### src/sv/lmaw_pkg.sv
// Shared constants, payload types and work-record types for the majority-window block.
package lmaw_pkg;

    localparam int MAX_ITEMS  = 1024;
    localparam int IDX_W      = $clog2(MAX_ITEMS);
    localparam int POS_W      = $clog2(MAX_ITEMS + 1);
    localparam int SUM_W      = POS_W + 1;
    localparam int DATA_W     = 32;
    localparam int FIFO_DEPTH = 4;
    localparam int FIFO_AW    = $clog2(FIFO_DEPTH);
    localparam int FIFO_CW    = $clog2(FIFO_DEPTH + 1);

    localparam logic signed [SUM_W-1:0] SUM_ONE = SUM_W'(1);

    typedef enum logic [1:0] {
        KIND_NONE,
        KIND_POS,
        KIND_LOOKUP,
        KIND_OVF
    } t_kind;

    typedef struct packed {
        logic signed [DATA_W-1:0] sample_value;
        logic                     first_item;
    } t_in_item;

    typedef struct packed {
        logic [POS_W-1:0] best_length;
        logic             overflow;
    } t_out_item;

    typedef struct packed {
        t_kind            kind;
        logic             first;
        logic [IDX_W-1:0] idx;
        logic [IDX_W-1:0] tdata;
    } t_work;

endpackage

### src/sv/lmaw_back.sv
// Back end: best-window update and result register.
module lmaw_back (
    input  logic                i_clk,
    input  logic                i_rst_n,
    input  logic                i_work_valid,
    input  lmaw_pkg::t_work     i_work,
    output logic                o_work_pop,
    input  logic                i_pop,
    output logic                o_empty,
    output lmaw_pkg::t_out_item o_item
);

    logic [lmaw_pkg::POS_W-1:0] r_best;
    logic                       r_out_valid;
    lmaw_pkg::t_out_item        r_out;

    logic                       advance;
    logic [lmaw_pkg::POS_W-1:0] base;
    logic [lmaw_pkg::POS_W-1:0] pos_plus;
    logic [lmaw_pkg::IDX_W-1:0] diff;
    logic [lmaw_pkg::POS_W-1:0] len;
    logic [lmaw_pkg::POS_W-1:0] best_n;
    logic                       ovf_n;

    always_comb begin
        advance  = i_work_valid && (!r_out_valid || i_pop);
        base     = i_work.first ? '0 : r_best;
        pos_plus = lmaw_pkg::POS_W'(i_work.idx) + lmaw_pkg::POS_W'(1);
        diff     = i_work.idx - i_work.tdata;
        len      = lmaw_pkg::POS_W'(diff);
        ovf_n    = 1'b0;
        unique case (i_work.kind)
            lmaw_pkg::KIND_OVF: begin
                best_n = r_best;
                ovf_n  = 1'b1;
            end
            lmaw_pkg::KIND_POS: begin
                best_n = pos_plus;
            end
            lmaw_pkg::KIND_LOOKUP: begin
                best_n = (len > base) ? len : base;
            end
            lmaw_pkg::KIND_NONE: begin
                best_n = base;
            end
            default: begin
                best_n = base;
            end
        endcase
    end

    always_ff @(posedge i_clk) begin
        if (!i_rst_n) begin
            r_best      <= '0;
            r_out_valid <= 1'b0;
        end else begin
            if (advance) begin
                r_best      <= best_n;
                r_out_valid <= 1'b1;
            end else if (i_pop) begin
                r_out_valid <= 1'b0;
            end
        end
    end

    // hold the result until popped
    always_ff @(posedge i_clk) begin
        if (advance) begin
            r_out <= '{best_length: best_n, overflow: ovf_n};
        end
    end

    assign o_work_pop = advance;
    assign o_empty    = !r_out_valid;
    assign o_item     = r_out;

endmodule

### config.mk
export PLATFORM = sky130hd
export DESIGN_NAME = lmaw_back
export DESIGN_NICKNAME = d
export VERILOG_FILES = /design/src/sv/lmaw_pkg.sv /design/src/sv/lmaw_back.sv
export SDC_FILE = /design/constraint.sdc
export NUM_CORES = 1
export LEC_CHECK = 0
export BUFFER_PORTS_ARGS = -buffer_cell sky130_fd_sc_hd__buf_2
export CAP_MARGIN = 20
export CORE_MARGIN = 3
export CORE_UTILIZATION = 57
export DETAILED_ROUTE_END_ITERATION = 10
export PLACE_DENSITY = 0.88
export SLEW_MARGIN = 20
export SYNTH_ARGS = -nofsm -noshare
export SYNTH_HDL_FRONTEND = slang
export SYNTH_SLANG_ARGS = --single-unit
### constraint.sdc
create_clock -name i_clk -period 4.2 [get_ports i_clk]
set_input_delay 0.42 -clock i_clk [delete_from_list [all_inputs] [get_ports i_clk]]
set_output_delay 0.42 -clock i_clk [all_outputs]
set_load 0.05 [all_outputs]
Yosys cells after proc, flatten, opt, wreduce, memory -nomap -nowiden

Cells that the tools add are included.

Add/subtract/negate cells: 2
Order comparisons: 1
Equal/unequal tests: 3
Mux-type cells: 6
Reductions and logical operators: 5

Operator list:

| operator              | number |
|---|---|
| $pmux 11 s4           | 1 |
| $mux 11               | 2 |
| $add 10x1->11 const B | 1 |
| $gt 10x11->1          | 1 |
| $sub 10x10->10        | 1 |
| $eq 2x2->1 const B    | 2 |
| $mux 1                | 3 |
| $eq 2x1->1 const B    | 1 |
| $logic_not 2->1       | 1 |
| $reduce_bool 2->1     | 1 |
| $logic_and 1x1->1     | 1 |
| $logic_not 1->1       | 1 |
| $logic_or 1x1->1      | 1 |

Register bits after elaboration: 24
Input bits: 27
Output and inout bits: 14
Logic and storage cells: 21

Logic depth before layout (Yosys ltp)

Depth in word-level cells: 4
Depth in mapped cells: 16

Worst setup path before layout

No wires, ideal clock.

Path type: in2reg
Start point: input i_work[10] (netlist name)
End point: register r_out (netlist bit o_item[6]) (data pin)
Library setup time: 0.266 ns
Arrival: 3.211 ns
Data required time: 3.934 ns
Path slack: 0.723 ns
Stages on the path: 16
Path buffers: 1
Cell sequence: inv_1 > ha_1 > inv_1 > fa_1 > a211oi_1 > o21bai_1 > a21oi_1 > xnor2_1 > ha_1 > nand4_1 > or3_1 > o211ai_2 > or2_1 > buf_6 > mux2i_1 > o21ai_1

Word-level cells in the longest chain between the ends: 4
Elaborated cells between the ends (all ways): 5
Classes of those cells: 2 x add/sub; 1 x order compare; 2 x mux

Ends and longest elaborated chain:

| item                       | line            | text |
|---|---|---|
| start, declared            | lmaw_back.sv:6  | `input lmaw_pkg::t_work i_work,` |
| $sub 10x10->10             | lmaw_back.sv:29 | `diff = i_work.idx - i_work.tdata;` |
| $gt 10x11->1               | lmaw_back.sv:41 | `best_n = (len > base) ? len : base;` |
| $mux 11                    | lmaw_back.sv:41 |  |
| $pmux 11 s4 *              | lmaw_back.sv:32 | `unique case (i_work.kind)` |
| named net best_n (one bit) | lmaw_back.sv:22 | `logic [lmaw_pkg::POS_W-1:0] best_n;` |
| end signal, assigned       | lmaw_back.sv:69 | `r_out <= '{best_length: best_n, overflow: ovf_n};` |
| end, declared              | lmaw_back.sv:15 | `lmaw_pkg::t_out_item r_out;` |

Mark *: on every way through the listed nets, which the timed path passes. The rest lies on a longest branch.
A chain may end at the register's enable or synchronous reset.

Worst setup path after layout

Same ends and word-level chain as after synthesis.

==> metrics.csv <==
metric,value,unit
iteration_0_drc_count_of_the_detailed_router,321,
arrival,3810,ps
fp.dieArea,4990,sq um
cp_top_family,simple AND/OR/NAND/NOR gates,
synth_simple_gate_area_share,18.5,%
cellLeakagePower,1.10,nW
port_buffers,40,
insertedDiodeCount,0,
power.combinational.fraction,47.1,%
synth_mux_area_share,1.68,%
final_common_cell,sky130_fd_sc_hd__buf_2,
dp_slack,198,ps
final-hold-violation-count,0,
post_cts.repair.setup_buffers,0,
net_switching_component_of_the_power,0.000382,W
final_net_count,379,
grt_usage,25.9,%
overflow,0,
cts.hold.buffers_added,0,
yosys_reg_bits,24,
timing.max_cap.violations,0,
grt_pass1_vias,2177,
worst_clock_skew,2.23,ps
worstSetupEndpointType,register,
avgSynthCellArea,8.09,sq um
chipHeight,70.6,um
design.core.area,3830,sq um
share_of_post_route_cells_with_drive_strength_above_1,18.8,%
timing_max_transition_violations_final,0,
cts-buffers-inserted,3,
post-place-cells,374,
synthXorXnorAreaFrac,5.52,%
final_min_period_over_clock_period,90.2,%
yosysWarnings,0,
crit_path_top_delay_cell,sky130_fd_sc_hd__nor4_4,
synth_compound_area_share,31.0,%
post_synth_edffs,12,
setup-tns-final,0,ps
timing.hold.worst.class,in -> reg,
route.detailed.vias_per_inst,6.31,
timing.final.crit_period,3790,ps
main_combinational_cell_family_by_area_after_synthesis,compound AO/OA/AOI/OAI gates,
critical_path_class,in -> reg,
internal_power,0.000559,W
postLayoutSetupSlackWorst,412,ps
drt_first_pass_iters,5,
share_clk_of_total_power,22.1,%
ant_nets,0,
clock_h_tree_levels,1,
seq_pwr_share,30.7,%
post_synthesis_async_set_or_reset_flop_share,0,%
die_w,70.6,um
gp_routability_congestion,0.993,
worst-endpoint-required,4220,ps
cts.sink_count,24,
num_vias,2387,
mappedNetlistArea,2380,sq um
highest_fanout_seen_on_the_critical_path,7,
cts.reportedPaths.clkPinSlew,90,ps
drc,0,
number_of_antenna_violations_at_the_first_check_in_global_routing,0,
grt_first_pass_wirelength,10500,um
clock.fmax,264,MHz
mappedNetlistNets,342,
synth_top_area_share,15.1,%
synth_top_cell_by_area,sky130_fd_sc_hd__edfxtp_1,
rows,22,
ys.flop_type,sky130_fd_sc_hd__edfxtp_1,
synthCells,294,
tritoncts,done,
leading_cell_types_in_the_layout_fill_and_taps_excluded,"40 x sky130_fd_sc_hd__buf_2, 36 x sky130_fd_sc_hd__o21ai_0, 27 x sky130_fd_sc_hd__inv_1",
max_slew.worst_pin.slew,550,ps
start_util,62.2,%
final-setup-viol-count,0,
syn_to_final_growth,11.8,%
ctsLongestPathBuffers,2,
post_layout_nonfiller_instances,378,
routed_wl,6500,um
yosysUniqueCellTypes,63,
p_sw_share,40.6,%
dp_hpwl,5050,um
pin_count,41,
worst_slew_margin_relative_to_its_limit,63.2,%
critical_path_buf_inv_count,3,
post_cts_resized,0,
rsz0062_at_grt,no,
powerDensity,354,nW/um^2
startpoint_type,primary input,
synth_sequential_area_ratio,25.2,%
grt_start_max_net_pins,24,
cp_cell_sequence,buf_2 -> inv_1 -> ha_1 -> inv_1 -> fa_1 -> a211oi_1 -> o21ai_0 -> nand2_1 -> xnor2_1 -> ha_1 -> nand3_1 -> a2bb2oi_2 -> nor4_4 -> or2_1 -> mux2i_1 -> o21ai_1,
clock_tree.root_cell,sky130_fd_sc_hd__clkbuf_8,
yosys.area_share.adder,11.4,%
nFillCells,336,
slowest_delay,410,ps
wl_per_cell,17.2,um
synth.top_cells.by_area,"sky130_fd_sc_hd__edfxtp_1 15%, sky130_fd_sc_hd__ha_1 11%, sky130_fd_sc_hd__dfxtp_1 10%",
clock_insertion_delay_worst_skew,270,ps
outcome,completed,
ir_worst_vdd,0.210,mV
-- Yosys cell counts (all sizes together) (2+ instances only) --
cell type  instances
a211oi             4
a21oi             24
a221oi             3
a31oi              2
a32oi              2
and2               2
and3               2
buf                3
clkbuf             6
dfxtp             12
edfxtp            12
ha                20
inv               27
mux2i              4
nand2             17
nand2b             8
nand3             13
nand4              2
nor2              22
nor2b              4
nor3               5
nor4               4
o211ai             8
o21a               2
o21ai             42
o21bai             2
o221ai             3
o22ai              3
o31ai              2
or2                2
or3                2
xnor2              9
xor2               6
-- state kept, by name (all words and copies together) (netlist names) --
register / count
o_item: 12
r_out_valid: 1
r_best: 11
-- metrics by stage --
stage	util, %	hold slack (ps)	area (sq um)	power (W)
6_report	69.5	385	2660	0.000941
5_1_grt	69.5	399	2660	0.000988
3_5_place_dp	67.7	503	2590	0.000728
4_1_cts	69.5	389	2660	0.000934
2_1_floorplan	-	473	2380	0.000635
3_3_place_gp	67.7	482	2590	0.000719
-- worst min-delay path: stages --
cell and delay, ps:
sky130_fd_sc_hd__buf_2 100, sky130_fd_sc_hd__inv_1 50, sky130_fd_sc_hd__a21oi_1 50
-- power groups by stage --
stage               combinational (W)  clock [W]  sequential, W
finish                       0.000443   0.000208       0.000289
global route                 0.000481   0.000216       0.000291
CTS                          0.000436   0.000209       0.000289
detailed placement           0.000434          0       0.000294
global placement             0.000427          0       0.000293
floorplan                    0.000297          0       0.000338
-- layout make-up --
cell class / instances / area (sq um) / area share (%)
repair buffers: 41 / 208 / 7.81
clock inverters: 1 / 30.0 / 1.13
clock buffers: 3 / 41.3 / 1.55
well taps: 48 / 60.1 / 2.26
flip-flops and latches: 24 / 601 / 22.6
inverters: 27 / 101 / 3.81
multi-input cells: 234 / 1620 / 60.9
-- kinds of logic (layout without fill, tap and decap cells) --
| kind of cell | Yosys count | count (layout) |
|---|---|---|
| AOI/OAI and AO/OA | 109 | 109 |
| and+or+nand+nor | 85 | 85 |
| buffers and inverters | 36 | 72 |
| DFF | 24 | 24 |
| adders and majority gates | 21 | 21 |
| xor gates and xnor gates | 15 | 15 |
| muxes | 4 | 4 |
-- worst paths after layout --
kind | startpoint | endpoint | slack, ps | depth (start not counted)
worst min-delay path | i_work_valid | r_out_valid$_SDFFE_PN0P_ | 390 | 3
worst max-delay path | i_work[10] | o_item[6]$_DFFE_PP_ | 410 | 16
worst min register to register | r_out_valid$_SDFFE_PN0P_ | r_out_valid$_SDFFE_PN0P_ | 510 | 2
worst max register to register | r_best[7]$_SDFFE_PN0P_ | o_item[6]$_DFFE_PP_ | 1530 | 9
-- routing by layer --
layer  share of wire, %  GRT usage, %  vias to the layer above  routed length (um)
met1                 41          35.0                     1082                2660
met4                1.5          7.93                        0                  99
met3                 10          2.27                       10                 658
met5                  0             0                        -                   0
met2                 47          44.1                      140                3080
li1                   -             -                     1155                   -
(Power assumes the default switching activity.)
