$ cat config.mk
export PLATFORM = sky130hd
export DESIGN_NAME = lmaw_fifo
export DESIGN_NICKNAME = d
export VERILOG_FILES = /design/src/sv/lmaw_pkg.sv /design/src/sv/lmaw_fifo.sv
export SDC_FILE = /design/constraint.sdc
export NUM_CORES = 1
export LEC_CHECK = 0
export CORE_ASPECT_RATIO = 0.5
export CORE_UTILIZATION = 43
export DETAILED_ROUTE_END_ITERATION = 8
export DONT_BUFFER_PORTS = 1
export SYNTH_ARGS = -nofsm -noshare
export SYNTH_HDL_FRONTEND = slang
export SYNTH_SLANG_ARGS = --single-unit
$ cat constraint.sdc
create_clock -name i_clk -period 2.95 [get_ports i_clk]
set_clock_uncertainty 0.05 [all_clocks]
set_input_delay 0.7375 -clock i_clk [delete_from_list [all_inputs] [get_ports i_clk]]
set_output_delay 0.7375 -clock i_clk [all_outputs]
set_load 0.005 [all_outputs]
$ cat src/sv/lmaw_pkg.sv
// Shared constants, payload types and work-record types for the majority-window block.
package lmaw_pkg;

    localparam int MAX_ITEMS  = 1024;
    localparam int IDX_W      = $clog2(MAX_ITEMS);
    localparam int POS_W      = $clog2(MAX_ITEMS + 1);
    localparam int SUM_W      = POS_W + 1;
    localparam int DATA_W     = 32;
    localparam int FIFO_DEPTH = 4;
    localparam int FIFO_AW    = $clog2(FIFO_DEPTH);
    localparam int FIFO_CW    = $clog2(FIFO_DEPTH + 1);

    localparam logic signed [SUM_W-1:0] SUM_ONE = SUM_W'(1);

    typedef enum logic [1:0] {
        KIND_NONE,
        KIND_POS,
        KIND_LOOKUP,
        KIND_OVF
    } t_kind;

    typedef struct packed {
        logic signed [DATA_W-1:0] sample_value;
        logic                     first_item;
    } t_in_item;

    typedef struct packed {
        logic [POS_W-1:0] best_length;
        logic             overflow;
    } t_out_item;

    typedef struct packed {
        t_kind            kind;
        logic             first;
        logic [IDX_W-1:0] idx;
        logic [IDX_W-1:0] tdata;
    } t_work;

endpackage

$ cat src/sv/lmaw_fifo.sv
// Short work queue between front end and back end.
module lmaw_fifo (
    input  logic                         i_clk,
    input  logic                         i_rst_n,
    input  logic                         i_push,
    input  lmaw_pkg::t_work              i_data,
    input  logic                         i_pop,
    output lmaw_pkg::t_work              o_data,
    output logic                         o_empty,
    output logic [lmaw_pkg::FIFO_CW-1:0] o_count
);

    lmaw_pkg::t_work                r_mem [lmaw_pkg::FIFO_DEPTH];
    logic [lmaw_pkg::FIFO_AW-1:0]   r_wr_ptr;
    logic [lmaw_pkg::FIFO_AW-1:0]   r_rd_ptr;
    logic [lmaw_pkg::FIFO_CW-1:0]   r_count;

    always_ff @(posedge i_clk) begin
        if (!i_rst_n) begin
            r_wr_ptr <= '0;
            r_rd_ptr <= '0;
            r_count  <= '0;
        end else begin
            if (i_push) begin
                r_wr_ptr <= r_wr_ptr + lmaw_pkg::FIFO_AW'(1);
            end
            if (i_pop) begin
                r_rd_ptr <= r_rd_ptr + lmaw_pkg::FIFO_AW'(1);
            end
            unique case ({i_push, i_pop})
                2'b10:   r_count <= r_count + lmaw_pkg::FIFO_CW'(1);
                2'b01:   r_count <= r_count - lmaw_pkg::FIFO_CW'(1);
                default: r_count <= r_count;
            endcase
        end
    end

    always_ff @(posedge i_clk) begin
        if (i_push) begin
            r_mem[r_wr_ptr] <= i_data;
        end
    end

    assign o_data  = r_mem[r_rd_ptr];
    assign o_empty = r_count == '0;
    assign o_count = r_count;

endmodule

Word-level counts from Yosys, hierarchy flattened
Memory sizes are Yosys's and may differ from the RTL's. A register that Yosys moved wholly into a read port is not among the register bits.
Index checks and enable logic that the tools add are counted.
{"block": "totals", "register_bits": 7, "ramBits": 92, "input_bits": 27, "output_inout_bits": 27, "word_cells": 17, "n_memories": 1}
{"block": "op_classes", "n_addsub": 4, "eq_ne": 2, "n_mux": 5, "n_reduce_logical": 2}
{"memory": "r_mem", "depth": 4, "width": 23, "rd": 1, "rd_clocked_by_memory_dff": 1, "write_ports": 1, "line": "lmaw_fifo.sv:13", "text": "lmaw_pkg::t_work r_mem [lmaw_pkg::FIFO_DEPTH];"}
{"op": "one-hot mux 3 bit (2 select lines)", "count": 1}
{"op": "adder 2 x 1 -> 2 bit, second input constant", "count": 2}
{"op": "two-way mux 2 bit", "count": 2}
{"op": "adder 3 x 1 -> 3 bit, second input constant", "count": 1}
{"op": "logical NOT 3 bit", "count": 1}
{"op": "subtractor 3 x 1 -> 3 bit, second input constant", "count": 1}
{"op": "== test 2 x 1 -> 1 bit, second input constant", "count": 1}
{"op": "== test 2 bit, second input constant", "count": 1}
{"op": "two-way mux 1 bit", "count": 2}
{"op": "nonzero test 2 bit", "count": 1}

Logic depth before layout (Yosys ltp)
Gate-level depths: netlist of run 1.
{"block": "depth", "ltp_word": 3, "mapped_depth": 7, "mapped_depth_nobuf": 7}

Least setup slack after synthesis of run 1
Ideal clock, no wire load.
{"block": "synth_path", "path_type": "input to register", "startpoint": "input i_push", "endpoint": "register r_count (netlist bit o_count[2])", "setup_ns": 0.076, "arrival_time_ns": 1.927, "required_time_ns": 2.824, "setup_slack_ns": 0.897, "path_stages": 7, "n_path_buf": 0, "path_cell_list": "inv_1 -> ha_1 -> inv_1 -> fa_1 -> xor2_1 -> or3_1 -> a21boi_0"}
{"block": "synth_via", "elab_chain_len": 2, "elab_cells_between_ends": 4, "cone_classes": "2 x eq/ne; 1 x mux; 1 x reduce/logical"}
{"element": "from (decl)", "line": "lmaw_fifo.sv:5", "text": "input logic i_push,"}
{"element": "== test 2 x 1 -> 1 bit or == test 2 bit (tied branches)", "line": "lmaw_fifo.sv:30", "text": "unique case ({i_push, i_pop})"}
{"element": "one-hot mux 3 bit (2 select lines) or nonzero test 2 bit (tied branches)"}
{"element": "to (signal assigned)", "line": "lmaw_fifo.sv:31", "text": "2'b10: r_count <= r_count + lmaw_pkg::FIFO_CW'(1);"}
{"element": "to (signal assigned)", "line": "lmaw_fifo.sv:32", "text": "2'b01: r_count <= r_count - lmaw_pkg::FIFO_CW'(1);"}
{"element": "to (signal assigned)", "line": "lmaw_fifo.sv:33", "text": "default: r_count <= r_count;"}
{"element": "to (decl)", "line": "lmaw_fifo.sv:16", "text": "logic [lmaw_pkg::FIFO_CW-1:0] r_count;"}
Several ways; a longest one is shown, not always the timed one.
A chain may end at the register's enable or synchronous reset.

==> results.json, run 1 <==
{
  "initialDrtViolationCount": 88,
  "cp_max_fo": 12,
  "yosysWarnings": 0,
  "p_int_uw": 2310,
  "fill_cells": 675,
  "p_per_area_nw_per_um2": 690,
  "tightest_slew_ns": 0.368,
  "synth_fa_ha_area_share_pct": 2.17,
  "power_frac_comb_pct": 7.5,
  "ff_latch_area_um2": 2940,
  "antenna_found_initial": 0,
  "cts-root-buf": "clkbuf_16",
  "synth_top_family_by_area": "multiplexers",
  "hold_start": "i_data[19]",
  "routed_wl_um": 5880,
  "grt-ovfl-total": 0,
  "hpwlAfterDp_um": 3620,
  "die_w_um": 135,
  "finalSetupViolations": 0,
  "grt_pass1_wl_um": 8840,
  "ios": 54,
  "layout_commonest_cell": "edfxtp_1",
  "crit_path_start_kind": "flop",
  "hold_violations": 0,
  "htreeDepth": 3,
  "syn_nets": 198,
  "path_clk_slew_ns": 0.06,
  "cp.required_ns": 2.16,
  "min_path_cells": 0,
  "max_slew_margin_pct": 75.5,
  "nets": 211,
  "synth_compound_area_share_pct": 0.461,
  "cap_violations": 0,
  "synth_area_um2": 3800,
  "p_switching_uw": 577,
  "run_status": "completed",
  "cts_hold_buf": 0,
  "rsz0062_at_grt": "no",
  "min_period_ns": 2.31,
  "track_usage_pct": 14.1,
  "grt_max_degree": 24,
  "yosys_register_bits": 101,
  "p_leak_uw": 0.00134,
  "coreArea_um2": 8290,
  "num_vias": 1534,
  "yosysSeqAreaShare_pct": 77.5,
  "place_inst": 279,
  "dr.pass1.iters": 4,
  "holdPathEnd": "r_mem[3][19]",
  "io_buffers": 0,
  "worst-setup-path-type": "flop to output port",
  "drive_gt1_share_pct": 20.8,
  "cts_tree": "yes",
  "yosysTopAreaCell": "edfxtp_1",
  "end_kind": "output port",
  "synthDistinctLibCells": 20,
  "fin_cells": 295,
  "fin_crit_sh_pct": 78.4,
  "p_sw_share_pct": 20.0,
  "areaGrowthSynthToFinish_pct": 10.1,
  "syn_inst": 165,
  "wl_per_cell_um": 19.9,
  "yosys-top-cells-area": "edfxtp_1 73%, mux4_2 12%, dfxtp_1 4.7%",
  "cts_setup_buffers": 0,
  "power_frac_clock_pct": 34.8,
  "ctsResizeCount": 0,
  "fmax_ghz": 0.432,
  "clock-sinks": 101,
  "setup-tns-final_ns": 0,
  "r2r_end": "o_count[2]",
  "yosys.area_share.simple_pct": 2.31,
  "hold_path.class": "primary input to flop",
  "seq_power_share_pct": 57.7,
  "slew_viol_final": 0,
  "drc": 0,
  "die_area_um2": 9230,
  "multiInputGateArea_um2": 771,
  "n_antenna_cell": 0,
  "synth_top_area_share_pct": 72.8,
  "clk_path_buf_depth": 2,
  "vdd_drop_max_v": 0.000359,
  "clkLatencyLatePin_ns": 0.33,
  "rrSetupSlack_ns": 1.26,
  "arrival_ns": 1.53,
  "num_rows": 23,
  "mostFrequentLayoutCells": "92 x edfxtp_1, 20 x mux4_2, 10 x and2_1",
  "muxShareOfSynthArea_pct": 14.2,
  "finalPower_uw": 2890,
  "holdWs_ns": 0.448,
  "vias_per_cell": 5.20,
  "start_util_pct": 45.8,
  "ant_nets": 0,
  "synth-xor-area-share_pct": 1.15,
  "syn_avg_cell_area_um2": 23.0,
  "cts_made_buffers": 9,
  "reg2reg_depth": 5,
  "routabilityCongestion": 0.637,
  "grt_pass1_vias": 1653,
  "worstReg2RegStart": "o_count[0]",
  "die_h_um": 68.5
}
[metal layers]
| metal | track usage, % | up-vias | routed length [um] |
|---|---|---|---|
| met5 | 0 | - | 0 |
| met4 | 5.90 | 0 | 91 |
| met3 | 6.44 | 7 | 440 |
| met2 | 23.6 | 40 | 2900 |
| met1 | 16.0 | 795 | 2440 |
| li1 | - | 692 | - |
[per-stage QoR]
stage	instance area [um2]	utilization (%)	setup WS, ns
detailed placement	3930	47.4	0.789
finish	4180	50.5	0.636
global route	4180	50.5	0.557
CTS	4180	50.5	0.586
floorplan	3800	-	0.897
global placement	3930	47.4	0.877
[kinds of logic (layout without fill, tap and decap cells)]
| group | Yosys count | in the layout |
|---|---|---|
| mux | 24 | 24 |
| xor+xnor | 5 | 5 |
| buf+inv | 11 | 29 |
| simple gates | 15 | 15 |
| fa+ha+maj | 6 | 6 |
| compound gates | 3 | 3 |
| flops | 101 | 101 |
[state kept, by name, summed over array words and instances (netlist names), named ones only]
| signal | flops |
|---|---|
| r_wr_ptr | 2 |
| r_mem | 92 |
| r_rd_ptr | 2 |
| o_count | 3 |
[power by group through the flow]
stage / clock, uW / combinational, uW / sequential [uW]
2_1_floorplan: 0 / 182 / 1690
3_3_place_gp: 0 / 222 / 1690
3_5_place_dp: 0 / 225 / 1700
4_1_cts: 1040 / 224 / 1660
5_1_grt: 1080 / 239 / 1670
6_report: 1000 / 216 / 1660
[layout make-up]
cell class | instances | area share, %
tap | 112 | 3.35
clock buffer | 13 | 5.74
timing repair buffer | 7 | 1.26
sequential | 101 | 70.4
multi-input combinational | 53 | 18.4
clock inverter | 3 | 0.299
inverter | 6 | 0.538
[synth_stat cells (all sizes together)]
cell type / instances
a21boi: 1
and2: 10
buf: 5
dfxtp: 9
edfxtp: 92
fa: 1
ha: 5
inv: 6
mux2i: 1
mux4: 23
nand2: 2
nor2b: 1
nor3: 1
o21ai: 2
or3: 1
xnor2: 2
xor2: 3
[worst max-delay path, cell delays in order (launching register included)]
cell and delay [ns]:
dfxtp_2 0.32, buf_4 0.25, mux4_1 0.62
[worst max-delay path by stage]
stage / slack [ns] / start / depth (start not counted) / end
CTS: 0.59 / flop / 2 / o_data[21]
global placement: 0.88 / i_push / 7 / o_count[2]
detailed placement: 0.79 / i_push / 7 / o_count[2]
global route: 0.56 / flop / 2 / o_data[21]
floorplan: 0.90 / i_push / 7 / o_count[2]
finish: 0.64 / flop / 2 / o_data[21]
(Power assumes the default switching activity.)
==> run 2: changes to the inputs <==
ABC_AREA = 1   (was unset)
clock period = 2.1 ns   (was 2.95 ns; I/O delays follow)
==> results.json, run 2 <==
{
  "run_status": "completed",
  "grt_pass1_wl_um": 11600,
  "htreeDepth": 3,
  "ios": 54,
  "initialDrtViolationCount": 161,
  "multiInputGateArea_um2": 997,
  "fill_cells": 776,
  "largest_reg_flops": 92,
  "layout_commonest_cell": "edfxtp_1",
  "start_util_pct": 46.0,
  "die_w_um": 141,
  "max_slew_margin_pct": 78.9,
  "die_area_um2": 10100,
  "hold_path.class": "primary input to flop",
  "fmax_ghz": 0.515,
  "cts-root-buf": "clkbuf_16",
  "yosys_most_used_dff": "edfxtp_1",
  "hpwlAfterDp_um": 4820,
  "cp_max_fo": 26,
  "min_period_ns": 1.94,
  "cts_setup_buffers": 0,
  "routed_wl_um": 7240,
  "cts_made_buffers": 9,
  "vdd_drop_max_v": 0.000453,
  "track_usage_pct": 16.0,
  "final_cell_area_um2": 4590,
  "grt_pass1_vias": 2195,
  "num_rows": 24,
  "antenna_found_initial": 0,
  "routabilityCongestion": 0.677,
  "p_per_area_nw_per_um2": 936,
  "clock-sinks": 101,
  "cp.required_ns": 1.52,
  "wl_per_cell_um": 17.0,
  "areaGrowthSynthToFinish_pct": 9.98,
  "ff_latch_area_um2": 2950,
  "cap_violations": 0,
  "num_vias": 2141,
  "grt_max_degree": 47,
  "fin_crit_sh_pct": 92.5,
  "arrival_ns": 1.37,
  "clkLatencyLatePin_ns": 0.33,
  "slew_viol_final": 0,
  "syn_nets": 311,
  "tightest_slew_ns": 0.317,
  "yosys-top-cells-area": "edfxtp_1 66%, o22ai_2 4.8%, dfxtp_1 4.3%",
  "synth_edf_count": 92,
  "syn_inst": 278,
  "clk_path_buf_depth": 2,
  "dr.pass1.iters": 4,
  "syn_avg_cell_area_um2": 15.0,
  "yosysSeqAreaShare_pct": 70.5,
  "rsz0062_at_grt": "no",
  "nets": 323,
  "rrSetupSlack_ns": 0.70,
  "n_antenna_cell": 0,
  "synthTopCellsByCount": "92 x edfxtp_1, 35 x o21ai_0, 26 x nor2_1",
  "die_h_um": 71.7,
  "io_buffers": 0,
  "vias_per_cell": 5.04,
  "path_clk_slew_ns": 0.07,
  "finalSetupViolations": 0,
  "drc": 0,
  "grt-ovfl-total": 0,
  "drive_gt1_share_pct": 30.2,
  "p_leak_uw": 0.00157,
  "yosysMostFrequentCell": "edfxtp_1",
  "hold_violations": 0,
  "synth_area_um2": 4180,
  "yosysTopAreaCell": "edfxtp_1",
  "regMostFlops": "r_mem",
  "worst-setup-path-type": "flop to output port",
  "yosysWarnings": 0,
  "yosys_register_bits": 101,
  "coreArea_um2": 9070,
  "cts_tree": "yes",
  "synthDistinctLibCells": 26,
  "end_kind": "output port",
  "ant_nets": 0,
  "crit_path_start_kind": "flop",
  "setup-tns-final_ns": 0,
  "synthArstFlopShare_pct": 0,
  "post_dp_cell_area_um2": 4290,
  "synth_top_area_share_pct": 66.2,
  "mostFrequentLayoutCells": "92 x edfxtp_1, 35 x o21ai_0, 26 x nor2_1"
}
[run 2: changes by cell type in the layout (fill, tap and decap cells not counted), moves of 7 or more]
cell     previous run  this run
inv_1               6        13
and2_1             10         0
nand2_1             2         9
o22ai_1             0         7
o21ai_0             2        35
mux4_2             20         0
nor2_2              0        17
o21ai_2             0        17
o22ai_2             0        16
nor2_1              0        26
[run 2: logic make-up after synthesis]
logic type                 count (synthesis)  synth area share (%)
DFF                                      101                  70.5
AOI/OAI and AO/OA                         80                  14.2
and+or+nand+nor                           61                  7.70
buffers and inverters                     30                  5.63
adders and majority gates                  6                  1.98
[run 2: worst paths after layout]
| check | start | to | depth (start not counted) |
|---|---|---|---|
| max | flop | o_data[15] | 3 |
| min | i_data[16] | r_mem[2][16] | 0 |
| max reg2reg | o_count[0] | o_count[2] | 8 |
| min reg2reg | r_rd_ptr[1] | flop | 1 |
[run 2: area by class of cell]
class / instances / area share, %
flip-flops and latches: 101 / 64.2
well taps: 130 / 3.54
repair buffers: 14 / 2.37
multi-input cells: 147 / 21.7
clock inverters: 6 / 1.55
clock buffers: 10 / 4.99
inverters: 17 / 1.66
[run 2: metal layers]
layer  up-vias  global-route usage, %  wire [um]
li1       1044                      -          -
met1      1043                   19.5       3240
met2        44                   25.6       3460
met3        10                   6.95        462
met4         0                   5.43         74
met5         -                      0          0
[run 2: repair_timing]
action	CTS	global route
hold buffers	0	0
setup endpoints to repair	7	11
gates resized for setup	1	1
[run 2: worst max-delay path, cell delays in order, from the launching register on]
cell and delay, ns:
dfxtp_4 0.44, buf_6 0.24, o21ai_0 0.12, o22ai_1 0.23
[run 2: per-stage QoR]
step	cells	hold WS, ns	total power, uW	util, %	worst slack [ns]
2_1_floorplan	278	0.362	2660	-	0.505
3_3_place_gp	409	0.376	2720	47.3	0.366
3_5_place_dp	409	0.380	2730	47.3	0.346
4_1_cts	425	0.215	4360	50.6	0.0515
5_1_grt	425	0.207	4480	50.6	0.0352
6_report	425	0.229	4300	50.6	0.158
[run 2: power by group]
| part | switching, uW | internal (uW) |
|---|---|---|
| Clock | 687 | 936 |
| Combinational | 231 | 120 |
| Sequential | 36.7 | 2290 |
